## config.mk

```make
export PLATFORM = sky130hd
export DESIGN_NAME = csv_byte_tokenizer
export DESIGN_NICKNAME = d
export VERILOG_FILES = /design/src/rtl/core/csvt_pkg.sv /design/src/rtl/core/csv_byte_tokenizer.sv /design/src/rtl/core/csvt_parser.sv /design/src/rtl/core/csvt_out_queue.sv
export SDC_FILE = /design/constraint.sdc
export NUM_CORES = 1
export LEC_CHECK = 0
export ABC_AREA = 1
export BUFFER_PORTS_ARGS = -buffer_cell sky130_fd_sc_hd__buf_2
export CAP_MARGIN = 20
export CELL_PAD_IN_SITES_DETAIL_PLACEMENT = 0
export CELL_PAD_IN_SITES_GLOBAL_PLACEMENT = 1
export CORE_MARGIN = 2
export CORE_UTILIZATION = 30
export CTS_BUF_LIST = sky130_fd_sc_hd__clkbuf_8
export DETAILED_ROUTE_END_ITERATION = 10
export PLACE_DENSITY = 0.57
export SYNTH_ARGS = -nofsm -noshare
export SYNTH_HDL_FRONTEND = slang
export SYNTH_HIERARCHICAL = 1
export SYNTH_SLANG_ARGS = --single-unit
export TNS_END_PERCENT = 30
```

## constraint.sdc

```tcl
create_clock -name clk -period 4.8 [get_ports clk]
set_input_delay 0.96 -clock clk [delete_from_list [all_inputs] [get_ports clk]]
set_output_delay 0.96 -clock clk [all_outputs]
set_load 0.01 [all_outputs]
```

## src/rtl/core/csvt_pkg.sv

```systemverilog
// Shared types and constants of the CSV byte tokenizer.
// Beat structs for both channels, token kinds, error codes, parser states.
// No dependencies.
package csvt_pkg;

	localparam logic [7:0]  CH_CR    = 8'h0D;
	localparam logic [7:0]  CH_LF    = 8'h0A;
	localparam logic [7:0]  CH_COMMA = 8'h2C;
	localparam logic [7:0]  CH_QUOTE = 8'h22;
	localparam logic [7:0]  CH_SPACE = 8'h20;
	localparam logic [23:0] LINE_MAX = 24'hFFFFFF;
	localparam logic [23:0] LINE_ONE = 24'd1;

	typedef enum logic [2:0] {
		KIND_BYTE = 3'd0,
		KIND_FEND = 3'd1,
		KIND_REND = 3'd2,
		KIND_EOS  = 3'd3,
		KIND_ERR  = 3'd4
	} kind_t;

	typedef enum logic [1:0] {
		ERR_BEFORE_QUOTE = 2'd0,
		ERR_AFTER_QUOTE  = 2'd1,
		ERR_OPEN_QUOTE   = 2'd2
	} err_t;

	typedef enum logic [3:0] {
		ST_FSTART = 4'd0,
		ST_UNQ    = 4'd1,
		ST_QUO    = 4'd2,
		ST_QSEEN  = 4'd3,
		ST_AFTQ   = 4'd4,
		ST_ROWCR  = 4'd5,
		ST_QCR    = 4'd6,
		ST_AQCR   = 4'd7,
		ST_ERR    = 4'd8
	} pstate_t;

	typedef struct packed {
		logic [7:0] text_byte;
		logic       end_of_input;
	} text_item_t;

	typedef struct packed {
		kind_t       kind;
		logic [7:0]  field_byte;
		err_t        error_code;
		logic [23:0] line_number;
		logic        last_of_run;
	} token_item_t;

	// outcome of one byte in a simple parse context: at most one token
	typedef struct packed {
		logic       emit;
		kind_t      kind;
		logic [7:0] fbyte;
		err_t       code;
		pstate_t    nxt;
		logic       line_up;
		logic       rec_end;
	} sub_t;

	// load request from the parser side into the token queue
	typedef struct packed {
		logic       load;
		logic [1:0] cnt;
	} q_ctl_t;

endpackage

```

## src/rtl/core/csv_byte_tokenizer.sv

```systemverilog
// Top level of the CSV byte tokenizer: input register, parser, token queue.
// Depends on csvt_pkg, csvt_parser and csvt_out_queue.
//
// Usage:
//   text channel  (text_valid/text_ready/text): one beat per CSV byte, or an
//   end-of-input beat that closes the stream and resets the parser.
//   token channel (token_valid/token_ready/token): field bytes, field end,
//   record end, end of stream and error tokens; last_of_run marks the final
//   token caused by one text beat.
//   A text beat is held in the input register, decoded combinationally by the
//   parser, and its tokens are registered in the token queue for output.
//   Throughput: one text beat per cycle while each beat yields at most one
//   token and the receiver is ready; a beat yielding more (up to 3) holds the
//   parser until its last token leaves the queue, which drains one per cycle.
//   Beats that yield no token (skipped spaces, held CR, opening quotes)
//   still take a step in the parser.
//   Reset: parser at field start, line count one, queue and input register
//   empty. No clearing pass.
//   Receiver stall: the queue holds its tokens, the parser waits, and the
//   input register keeps one beat, after which text_ready drops.
module csv_byte_tokenizer (
	input  logic                  clk,
	input  logic                  arst_n,
	input  logic                  text_valid,
	output logic                  text_ready,
	input  csvt_pkg::text_item_t  text,
	output logic                  token_valid,
	input  logic                  token_ready,
	output csvt_pkg::token_item_t token
);

	logic                        valid_s1;
	csvt_pkg::text_item_t        item_s1;
	logic                        space;
	logic                        step;
	csvt_pkg::token_item_t [2:0] res;
	logic [1:0]                  cnt;
	csvt_pkg::q_ctl_t            ctl;

	assign step       = valid_s1 && space;
	assign text_ready = !valid_s1 || space;
	assign ctl.load   = step;
	assign ctl.cnt    = cnt;

	always_ff @(posedge clk or negedge arst_n) begin
		if (!arst_n) begin
			valid_s1 <= 1'b0;
		end else if (text_ready) begin
			valid_s1 <= text_valid;
		end
	end

	always_ff @(posedge clk) begin
		if (text_ready && text_valid) begin
			item_s1 <= text;
		end
	end

	csvt_parser u_parser (
		.clk    (clk),
		.arst_n (arst_n),
		.step   (step),
		.item   (item_s1),
		.res    (res),
		.cnt    (cnt)
	);

	csvt_out_queue u_queue (
		.clk         (clk),
		.arst_n      (arst_n),
		.ctl         (ctl),
		.res         (res),
		.space       (space),
		.token_valid (token_valid),
		.token_ready (token_ready),
		.token       (token)
	);

`ifndef NO_ASSERTIONS
	a_hold_s1: assert property (@(posedge clk) disable iff (!arst_n)
		valid_s1 && !step |=> valid_s1 && $stable(item_s1))
		else $error("held text beat lost or changed before parsing");
`endif

endmodule

```

## src/rtl/core/csvt_parser.sv

```systemverilog
// Parser state machine: parse state, record-open flag and line counter,
// plus the per-beat token decode (up to three tokens). Uses csvt_pkg.
module csvt_parser (
	input  logic                           clk,
	input  logic                           arst_n,
	input  logic                           step,
	input  csvt_pkg::text_item_t           item,
	output csvt_pkg::token_item_t [2:0]    res,
	output logic [1:0]                     cnt
);

	csvt_pkg::pstate_t state_q, state_d;
	logic              open_q, open_d;
	logic [23:0]       line_q, line_d;

	function automatic csvt_pkg::sub_t none_f(csvt_pkg::pstate_t nxt);
		csvt_pkg::sub_t s;
		s.emit    = 1'b0;
		s.kind    = csvt_pkg::KIND_BYTE;
		s.fbyte   = 8'd0;
		s.code    = csvt_pkg::ERR_BEFORE_QUOTE;
		s.nxt     = nxt;
		s.line_up = 1'b0;
		s.rec_end = 1'b0;
		return s;
	endfunction

	function automatic csvt_pkg::sub_t plain_f(logic fstart, logic [7:0] b);
		csvt_pkg::sub_t s;
		s = none_f(csvt_pkg::ST_FSTART);
		if (b == csvt_pkg::CH_SPACE && fstart) begin
			s.nxt = csvt_pkg::ST_FSTART;
		end else if (b == csvt_pkg::CH_COMMA) begin
			s.emit = 1'b1;
			s.kind = csvt_pkg::KIND_FEND;
		end else if (b == csvt_pkg::CH_QUOTE) begin
			if (fstart) begin
				s.nxt = csvt_pkg::ST_QUO;
			end else begin
				s.emit = 1'b1;
				s.kind = csvt_pkg::KIND_ERR;
				s.code = csvt_pkg::ERR_BEFORE_QUOTE;
				s.nxt  = csvt_pkg::ST_ERR;
			end
		end else if (b == csvt_pkg::CH_LF) begin
			s.emit    = 1'b1;
			s.kind    = csvt_pkg::KIND_REND;
			s.line_up = 1'b1;
			s.rec_end = 1'b1;
		end else if (b == csvt_pkg::CH_CR) begin
			s.nxt = csvt_pkg::ST_ROWCR;
		end else begin
			s.emit  = 1'b1;
			s.fbyte = b;
			s.nxt   = csvt_pkg::ST_UNQ;
		end
		return s;
	endfunction

	function automatic csvt_pkg::sub_t quoted_f(logic [7:0] b);
		csvt_pkg::sub_t s;
		s = none_f(csvt_pkg::ST_QUO);
		if (b == csvt_pkg::CH_QUOTE) begin
			s.nxt = csvt_pkg::ST_QSEEN;
		end else if (b == csvt_pkg::CH_CR) begin
			s.nxt = csvt_pkg::ST_QCR;
		end else begin
			s.emit    = 1'b1;
			s.fbyte   = b;
			s.line_up = (b == csvt_pkg::CH_LF);
		end
		return s;
	endfunction

	function automatic csvt_pkg::sub_t after_f(logic [7:0] b);
		csvt_pkg::sub_t s;
		s = none_f(csvt_pkg::ST_AFTQ);
		if (b == csvt_pkg::CH_SPACE) begin
			s.nxt = csvt_pkg::ST_AFTQ;
		end else if (b == csvt_pkg::CH_COMMA) begin
			s.emit = 1'b1;
			s.kind = csvt_pkg::KIND_FEND;
			s.nxt  = csvt_pkg::ST_FSTART;
		end else if (b == csvt_pkg::CH_LF) begin
			s.emit    = 1'b1;
			s.kind    = csvt_pkg::KIND_REND;
			s.line_up = 1'b1;
			s.rec_end = 1'b1;
			s.nxt     = csvt_pkg::ST_FSTART;
		end else if (b == csvt_pkg::CH_CR) begin
			s.nxt = csvt_pkg::ST_AQCR;
		end else begin
			s.emit = 1'b1;
			s.kind = csvt_pkg::KIND_ERR;
			s.code = csvt_pkg::ERR_AFTER_QUOTE;
			s.nxt  = csvt_pkg::ST_ERR;
		end
		return s;
	endfunction

	function automatic csvt_pkg::token_item_t mk_f(csvt_pkg::kind_t k, logic [7:0] b,
			csvt_pkg::err_t c, logic [23:0] ln);
		csvt_pkg::token_item_t t;
		t.kind        = k;
		t.field_byte  = b;
		t.error_code  = c;
		t.line_number = ln;
		t.last_of_run = 1'b0;
		return t;
	endfunction

	always_ff @(posedge clk or negedge arst_n) begin
		if (!arst_n) begin
			state_q <= csvt_pkg::ST_FSTART;
			open_q  <= 1'b0;
			line_q  <= csvt_pkg::LINE_ONE;
		end else if (step) begin
			state_q <= state_d;
			open_q  <= open_d;
			line_q  <= line_d;
		end
	end

	always_comb begin
		csvt_pkg::sub_t s;
		logic [7:0]     b;
		logic [1:0]     n;
		s = none_f(state_q);
		b = item.text_byte;
		n = 2'd0;
		res = '0;
		for (int i = 0; i < 3; i++) begin
			res[i] = mk_f(csvt_pkg::KIND_BYTE, 8'd0, csvt_pkg::ERR_BEFORE_QUOTE, line_q);
		end
		state_d = state_q;
		open_d  = open_q;
		line_d  = line_q;

		if (item.end_of_input) begin
			case (state_q)
				csvt_pkg::ST_ERR: begin
				end
				csvt_pkg::ST_QUO: begin
					res[n] = mk_f(csvt_pkg::KIND_ERR, 8'd0, csvt_pkg::ERR_OPEN_QUOTE, line_q);
					n = n + 2'd1;
				end
				csvt_pkg::ST_QCR: begin
					res[n] = mk_f(csvt_pkg::KIND_BYTE, csvt_pkg::CH_CR,
						csvt_pkg::ERR_BEFORE_QUOTE, line_q);
					n = n + 2'd1;
					res[n] = mk_f(csvt_pkg::KIND_ERR, 8'd0, csvt_pkg::ERR_OPEN_QUOTE, line_q);
					n = n + 2'd1;
				end
				csvt_pkg::ST_AQCR: begin
					res[n] = mk_f(csvt_pkg::KIND_ERR, 8'd0, csvt_pkg::ERR_AFTER_QUOTE, line_q);
					n = n + 2'd1;
				end
				csvt_pkg::ST_ROWCR: begin
					res[n] = mk_f(csvt_pkg::KIND_BYTE, csvt_pkg::CH_CR,
						csvt_pkg::ERR_BEFORE_QUOTE, line_q);
					n = n + 2'd1;
					res[n] = mk_f(csvt_pkg::KIND_REND, 8'd0, csvt_pkg::ERR_BEFORE_QUOTE, line_q);
					n = n + 2'd1;
				end
				csvt_pkg::ST_QSEEN, csvt_pkg::ST_AFTQ: begin
					res[n] = mk_f(csvt_pkg::KIND_REND, 8'd0, csvt_pkg::ERR_BEFORE_QUOTE, line_q);
					n = n + 2'd1;
				end
				default: begin
					if (open_q) begin
						res[n] = mk_f(csvt_pkg::KIND_REND, 8'd0,
							csvt_pkg::ERR_BEFORE_QUOTE, line_q);
						n = n + 2'd1;
					end
				end
			endcase
			res[n] = mk_f(csvt_pkg::KIND_EOS, 8'd0, csvt_pkg::ERR_BEFORE_QUOTE, line_q);
			n = n + 2'd1;
			// a new stream starts from the reset state
			state_d = csvt_pkg::ST_FSTART;
			open_d  = 1'b0;
			line_d  = csvt_pkg::LINE_ONE;
		end else if (state_q != csvt_pkg::ST_ERR) begin
			case (state_q)
				csvt_pkg::ST_ROWCR: begin
					if (b == csvt_pkg::CH_LF) begin
						s = plain_f(1'b1, b);
					end else begin
						// flush the held CR as data, then parse this byte
						res[n] = mk_f(csvt_pkg::KIND_BYTE, csvt_pkg::CH_CR,
							csvt_pkg::ERR_BEFORE_QUOTE, line_q);
						n = n + 2'd1;
						s = plain_f(1'b0, b);
					end
				end
				csvt_pkg::ST_QCR: begin
					if (b == csvt_pkg::CH_LF) begin
						s = none_f(csvt_pkg::ST_QUO);
						s.emit    = 1'b1;
						s.fbyte   = csvt_pkg::CH_LF;
						s.line_up = 1'b1;
					end else begin
						res[n] = mk_f(csvt_pkg::KIND_BYTE, csvt_pkg::CH_CR,
							csvt_pkg::ERR_BEFORE_QUOTE, line_q);
						n = n + 2'd1;
						s = quoted_f(b);
					end
				end
				csvt_pkg::ST_AQCR: begin
					if (b == csvt_pkg::CH_LF) begin
						s = after_f(b);
					end else begin
						s = none_f(csvt_pkg::ST_ERR);
						s.emit = 1'b1;
						s.kind = csvt_pkg::KIND_ERR;
						s.code = csvt_pkg::ERR_AFTER_QUOTE;
					end
				end
				csvt_pkg::ST_QSEEN: begin
					if (b == csvt_pkg::CH_QUOTE) begin
						s = none_f(csvt_pkg::ST_QUO);
						s.emit  = 1'b1;
						s.fbyte = csvt_pkg::CH_QUOTE;
					end else begin
						s = after_f(b);
					end
				end
				csvt_pkg::ST_QUO:  s = quoted_f(b);
				csvt_pkg::ST_AFTQ: s = after_f(b);
				csvt_pkg::ST_UNQ:  s = plain_f(1'b0, b);
				default:           s = plain_f(1'b1, b);
			endcase
			if (s.emit) begin
				res[n] = mk_f(s.kind, s.fbyte, s.code, line_q);
				n = n + 2'd1;
			end
			state_d = s.nxt;
			open_d  = !s.rec_end;
			if (s.line_up && line_q != csvt_pkg::LINE_MAX) begin
				line_d = line_q + 24'd1;
			end
		end
		cnt = n;
	end

`ifndef NO_ASSERTIONS
	a_eoi_resets: assert property (@(posedge clk) disable iff (!arst_n)
		step && item.end_of_input |=> state_q == csvt_pkg::ST_FSTART && !open_q
			&& line_q == csvt_pkg::LINE_ONE)
		else $error("end of input did not return parser to reset state");

	a_line_nonzero: assert property (@(posedge clk) disable iff (!arst_n)
		line_q != 24'd0)
		else $error("line counter reached zero");
`endif

endmodule

```

## src/rtl/core/csvt_out_queue.sv

```systemverilog
// Three-entry token queue: loads all tokens of one text beat at once and
// drains one token beat per cycle while the receiver is ready. Uses csvt_pkg.
module csvt_out_queue (
	input  logic                           clk,
	input  logic                           arst_n,
	input  csvt_pkg::q_ctl_t               ctl,
	input  csvt_pkg::token_item_t [2:0]    res,
	output logic                           space,
	output logic                           token_valid,
	input  logic                           token_ready,
	output csvt_pkg::token_item_t          token
);

	csvt_pkg::token_item_t [2:0] res_q;
	logic [1:0]                  n_q;
	logic                        pop;

	assign pop         = token_valid && token_ready;
	assign token_valid = (n_q != 2'd0);
	// room for a new run once the last token of the current one leaves
	assign space       = (n_q == 2'd0) || (n_q == 2'd1 && token_ready);

	always_comb begin
		token             = res_q[0];
		token.last_of_run = (n_q == 2'd1);
	end

	always_ff @(posedge clk or negedge arst_n) begin
		if (!arst_n) begin
			n_q <= 2'd0;
		end else if (ctl.load) begin
			n_q <= ctl.cnt;
		end else if (pop) begin
			n_q <= n_q - 2'd1;
		end
	end

	always_ff @(posedge clk) begin
		if (ctl.load) begin
			res_q <= res;
		end else if (pop) begin
			res_q[0] <= res_q[1];
			res_q[1] <= res_q[2];
		end
	end

`ifndef NO_ASSERTIONS
	a_load_room: assert property (@(posedge clk) disable iff (!arst_n)
		ctl.load |-> n_q == 2'd0 || (n_q == 2'd1 && pop))
		else $error("token run loaded over pending tokens");

	a_load_count: assert property (@(posedge clk) disable iff (!arst_n)
		ctl.load |=> n_q == $past(ctl.cnt))
		else $error("queue count does not match loaded run");
`endif

endmodule

```

Yosys cells after proc, flatten, opt, wreduce, memory -nomap -nowiden
Index checks and enable logic that the tools add are counted.
- bits in registers: 154
- input bits: 13
- output and inout bits: 40
- $lt $le $gt $ge: 4
- equal/unequal tests: 16
- reductions and logical operators: 21
- add/sub/neg operators: 4
- mux-type cells: 104
- operators with widths (kind ; count):
    $mux W114 ; 3
    $mux W38 ; 7
    $bwmux W114 ; 2
    $pmux W38 S5 ; 1
    $demux W38 S2 ; 2
    $mux W76 ; 2
    $pmux W20 S7 ; 1
    $mux W20 ; 6
    $mux W4 ; 23
    $pmux W38 S2 ; 1
    $mux W24 ; 3
    $mux W16 ; 3
    $mux W2 ; 24
    $mux W37 ; 1
    $mux W8 ; 4
    $mux W31 ; 1
    $mux W14 ; 2
    $add A24 B1 Y24 const B ; 1
    $eq A8 B6 Y1 const B ; 3
    $ne A24 B24 Y1 const B ; 1
    $mux W3 ; 6
    $eq A4 B3 Y1 const B ; 4
    $eq A8 B4 Y1 const B ; 2
    $mux W1 ; 10
    20 further kinds ; 36

Depth between registers and ports, before layout
- depth after elaboration: 14
- gate-level depth with buffers: 18

Modules after synthesis
The synthesis kept the hierarchy.
- modules (own cells, without submodules) (module ; seq. area each (um^2) ; instances ; cells each ; area an instance (um^2)):
    csvt_out_queue ; 3383.2 ; 1 ; 409 ; 4710.8
    csvt_parser ; 726.9 ; 1 ; 544 ; 3273.1
    csv_byte_tokenizer ; 295.3 ; 1 ; 17 ; 322.8

Worst setup path after synthesis
Ideal clock, no wire load.
- kind: input-to-reg
- from: in token_ready
- to: reg u_queue/res_q[39] (netlist bit) (enable)
- slack: 0.388 ns
- cell stages on the path: 8
- data arrival time: 3.976 ns
- path buffers: 2
- required time: 4.364 ns
- cells stage by stage: nand2_1 > nand2_1 > nand2_1 > inv_1 > buf_4 > inv_2 > buf_6 > nand2_1
- word-level cells in the longest chain between the ends: 4
- elaborated cells between the ends (all ways): 5
- classes of those cells: 5 x reduce/logical
- RTL lines (element ; line ; text):
    start, declared ; csv_byte_tokenizer.sv:28 ; input logic token_ready,
    $logic_and A1 B1 Y1 ; csvt_out_queue.sv:21 ; assign space = (n_q == 2'd0) || (n_q == 2'd1 && token_ready);
    $logic_or A1 B1 Y1 ; csvt_out_queue.sv:21 ;
    net space ; csv_byte_tokenizer.sv:34 ; logic space;
    $logic_and A1 B1 Y1 ; csv_byte_tokenizer.sv:40 ; assign step = valid_s1 && space;
    net step ; csv_byte_tokenizer.sv:35 ; logic step;
    $reduce_bool A2 Y1 (no source line) ; - ;
    end signal, assigned ; csvt_out_queue.sv:40 ; res_q <= res;
    end, declared ; csvt_out_queue.sv:14 ; csvt_pkg::token_item_t [2:0] res_q;
The timed path passes the listed nets, and every way through them passes these cells.
A chain may end at the register's enable or synchronous reset.

Worst setup path after layout
- from: reg u_parser.state_q[2]
- to: reg u_queue.n_q[0]
- word-level cells in the longest chain between the ends: 10
- elaborated cells between the ends (all ways): 25
- classes of those cells: 2 x add/sub; 9 x eq/ne; 12 x mux; 2 x reduce/logical
- RTL lines (element ; line ; text):
    start, declared ; csvt_parser.sv:12 ; csvt_pkg::pstate_t state_q, state_d;
    start signal, assigned ; csvt_parser.sv:114 ; state_q <= csvt_pkg::ST_FSTART;
    start signal, assigned ; csvt_parser.sv:118 ; state_q <= state_d;
    $eq A4 B3 Y1 ; csvt_parser.sv:140, csvt_parser.sv:184 ;
    $reduce_or A2 Y1 (no source line) ; - ;
    $mux W2 ; - ;
    $mux W2 ; csvt_parser.sv:183 ; end else if (state_q != csvt_pkg::ST_ERR) begin
    $mux W2 ; csvt_parser.sv:139 ; if (item.end_of_input) begin
    $add A2 B1 Y2 ; csvt_parser.sv:235 ; n = n + 2'd1;
    $mux W2 ; csvt_parser.sv:233 ; if (s.emit) begin
    $mux W2 ; csvt_parser.sv:183 ;
    $mux W2 * ; csvt_parser.sv:139 ;
    net cnt[0] ; csv_byte_tokenizer.sv:37 ; logic [1:0] cnt;
    $mux W2 * ; csvt_out_queue.sv:31 ; end else if (ctl.load) begin
    end signal, assigned ; csvt_out_queue.sv:32 ; n_q <= ctl.cnt;
    end signal, assigned ; csvt_out_queue.sv:34 ; n_q <= n_q - 2'd1;
    end, declared ; csvt_out_queue.sv:15 ; logic [1:0] n_q;
Mark *: on every way through the listed nets, which the timed path passes. The rest lies on a longest branch. The select of a mux whose other input is x is not followed.

==> metrics <==
outcome completed; max incr delay on CP between 0.5 and 0.6 ns; Int Power around 3100 uW; area grow syn2layout 2.749%; Placer Congestion about 0.83; Reg power frac a little under half; critical path class flip-flop to flip-flop; CTS sink cnt ~150; Critical Path Most Common Cell nand2_1; gr ovfl total 0; first-pass GRT wire length 28320 um; drt pass-1 iters 5; Clock Root Buffer clkbuf_8; cells along the critical path inv_1 > a21oi_2 > clkinv_1 > o21ai_0 > nand2_1 > inv_1 > ha_1 > nand2_1 > o21ai_0 > nand2_1 > o21ai_0 > nand2_1 > nand2_1; CTS resizes 0; CTS buffer count 17; CP Launch Type flip-flop; vias in the first global route roughly 5400; Rows 60; Critical Path RT 5.14 ns; Max Cap Viol 0; antenna cells 0; Layout fillers approximately 2900; Worst Tran Pin Value just under 1 ns; drt wl/cell about 13 um; DP HPWL between 10000 and 15000 um; kind of end point of the critical path flip-flop; largest net degree at the start of global routing 77; worst r2r src u_parser/state_q[2]; chip height about 170 um; Setup Total Neg Slack 0 ns; Die Wd between 150 and 200 um; Setup Skew ~0.013 ns; CTS tree yes; CTS H-Tree Depth 4; grt met3 use 2.605%; Critical Path Fanout Max 10; DR DRC count 0; Initial Util between 30% and 40%; Worst EP arrival 2.99 ns; slowest CP cell dfrtp_1; Crit. Startpoint u_parser/state_q[2]; die area 0.02896 mm2; core area about 0.027 mm2; DRT Wirelength ~17000 um; initial antenna violation count 0; final setup vio count 0; Reg clk slew, reported paths 0.09 ns; hold-fix buffer count after cts 0; Logic pwr share between 30% and 40%; Hold Crit Class flip-flop to flip-flop; clock power share a little under a fifth; multi-input logic area ~0.0027 mm2; GR Util met1 roughly 18%; min Tclk post-route approximately 2.6 ns; Pleak ~0.0038 uW; CTS Buffer Depth 2; Final period util around 55%; Hold Startpoint u_queue/res_q[60]; most used routing layer met1; Hold WS about 0.50 ns; Synth Warn # 6; Cells after Synth between 900 and 1000; Slew Viols, Final 0; fmax 0.3774 GHz; NetSw 1945 uW; Netlist Area Pre-Place roughly 0.0083 mm2; port buffer count 52; vias per cell between 4 and 5; worst skew pair latency roughly 0.44 ns; Sw Share 38.22%; routed vias around 5500; GR Util All Layers between 10% and 20%; Final Hold Viols 0; Pwr per Cell Area 597.8 mW/mm2; maximum vdd drop 0.4184 mV; Initial DRC Count 352; syn avg cell area between 8 and 9 um2; layout cells sized above 1 12.99%; Slew headroom 35.02%; nets@finish roughly 950; Reg area 0.004405 mm2; global-route met2 utilization 18.13%; Setup Buffers After CTS 0; RSZ-0062 raised after global routing no; DRT antenna net count 0; IO Pins between 50 and 60
-- area by class of cell --
cell class / instances / area share, %
inverter: 72 / 3.190
clock inverter: 14 / 1.602
tap: 341 / 5.012
sequential: 152 / 51.76
clock buffer: 17 / 2.749
multi-input combinational: 628 / 32.04
timing repair buffer: 56 / 3.645
-- flip-flops by register name, indices dropped and copies added (netlist names) --
signal,flops
valid_s1,1
u_queue/n_q,2
u_parser/state_q,4
u_queue/token,37
u_queue/res_q,74
item_s1,9
u_parser/line_q,24
u_parser/open_q,1
-- critical path, delay by kind of cell, from the launching register on --
| family | cells | cell delay (ns) |
|---|---|---|
| AOI/OAI and AO/OA | 4 | 0.77 |
| DFF | 1 | 0.53 |
| and+or+nand+nor | 5 | 0.45 |
| buffers and inverters | 3 | 0.59 |
| adders and majority gates | 1 | 0.21 |
-- final timing paths --
kind                                  endpoint  slack [ns]  cells past startpoint
max in group asynchronous   u_parser/line_q[3]        3.71                      1
max                             u_queue/n_q[0]        2.15                     13
min in group asynchronous  u_parser/line_q[11]        0.60                      1
min reg2reg                  u_queue/token[22]        0.50                      2
max reg2reg                     u_queue/n_q[0]        2.15                     13
min                          u_queue/token[22]        0.50                      2
-- routing by layer --
layer	share of wire (%)	wire length (um)	vias to the layer above
met5	0	0	-
met4	0.94	161	0
met3	3.1	528	7
met2	41	7055	80
met1	55	9299	2534
li1	-	-	2920
-- placed cells by master (no fill, tap or decap), drive strengths merged --
cell	instances
a31o	1
o21bai	2
inv	73
clkinvlp	2
o22ai	2
or2	5
o211ai	2
bufinv	2
xor2	2
nand3b	2
conb	12
dfstp	1
nand2	404
nor2	63
nand4	10
a31oi	1
clkinv	9
nor3	12
clkbuf	17
dfrtp	31
buf	56
nand3	48
o21ai	45
a21oi	10
edfxtp	120
ha	7
-- power groups by stage --
stage	clock (uW)	sequential, uW	combinational, uW
floorplan	0	2370	1580
global placement	0	2400	1790
detailed placement	0	2400	1790
CTS	990	2380	1800
global route	1050	2420	2070
finish	945	2360	1790
-- per-stage QoR --
stage / area, um2 / instances / power [uW] / setup slack, ns / util, %
after floorplan: 8325 / 978 / 3948 / 0.3878 / -
after global placement: 8114 / 1248 / 4189 / 2.125 / 30.02
after detailed placement: 8114 / 1248 / 4194 / 2.164 / 30.02
after CTS: 8484 / 1279 / 5162 / 2.142 / 31.39
after global routing: 8512 / 1280 / 5534 / 1.782 / 31.50
final: 8512 / 1280 / 5088 / 2.150 / 31.50
(Power assumes the default switching activity.)
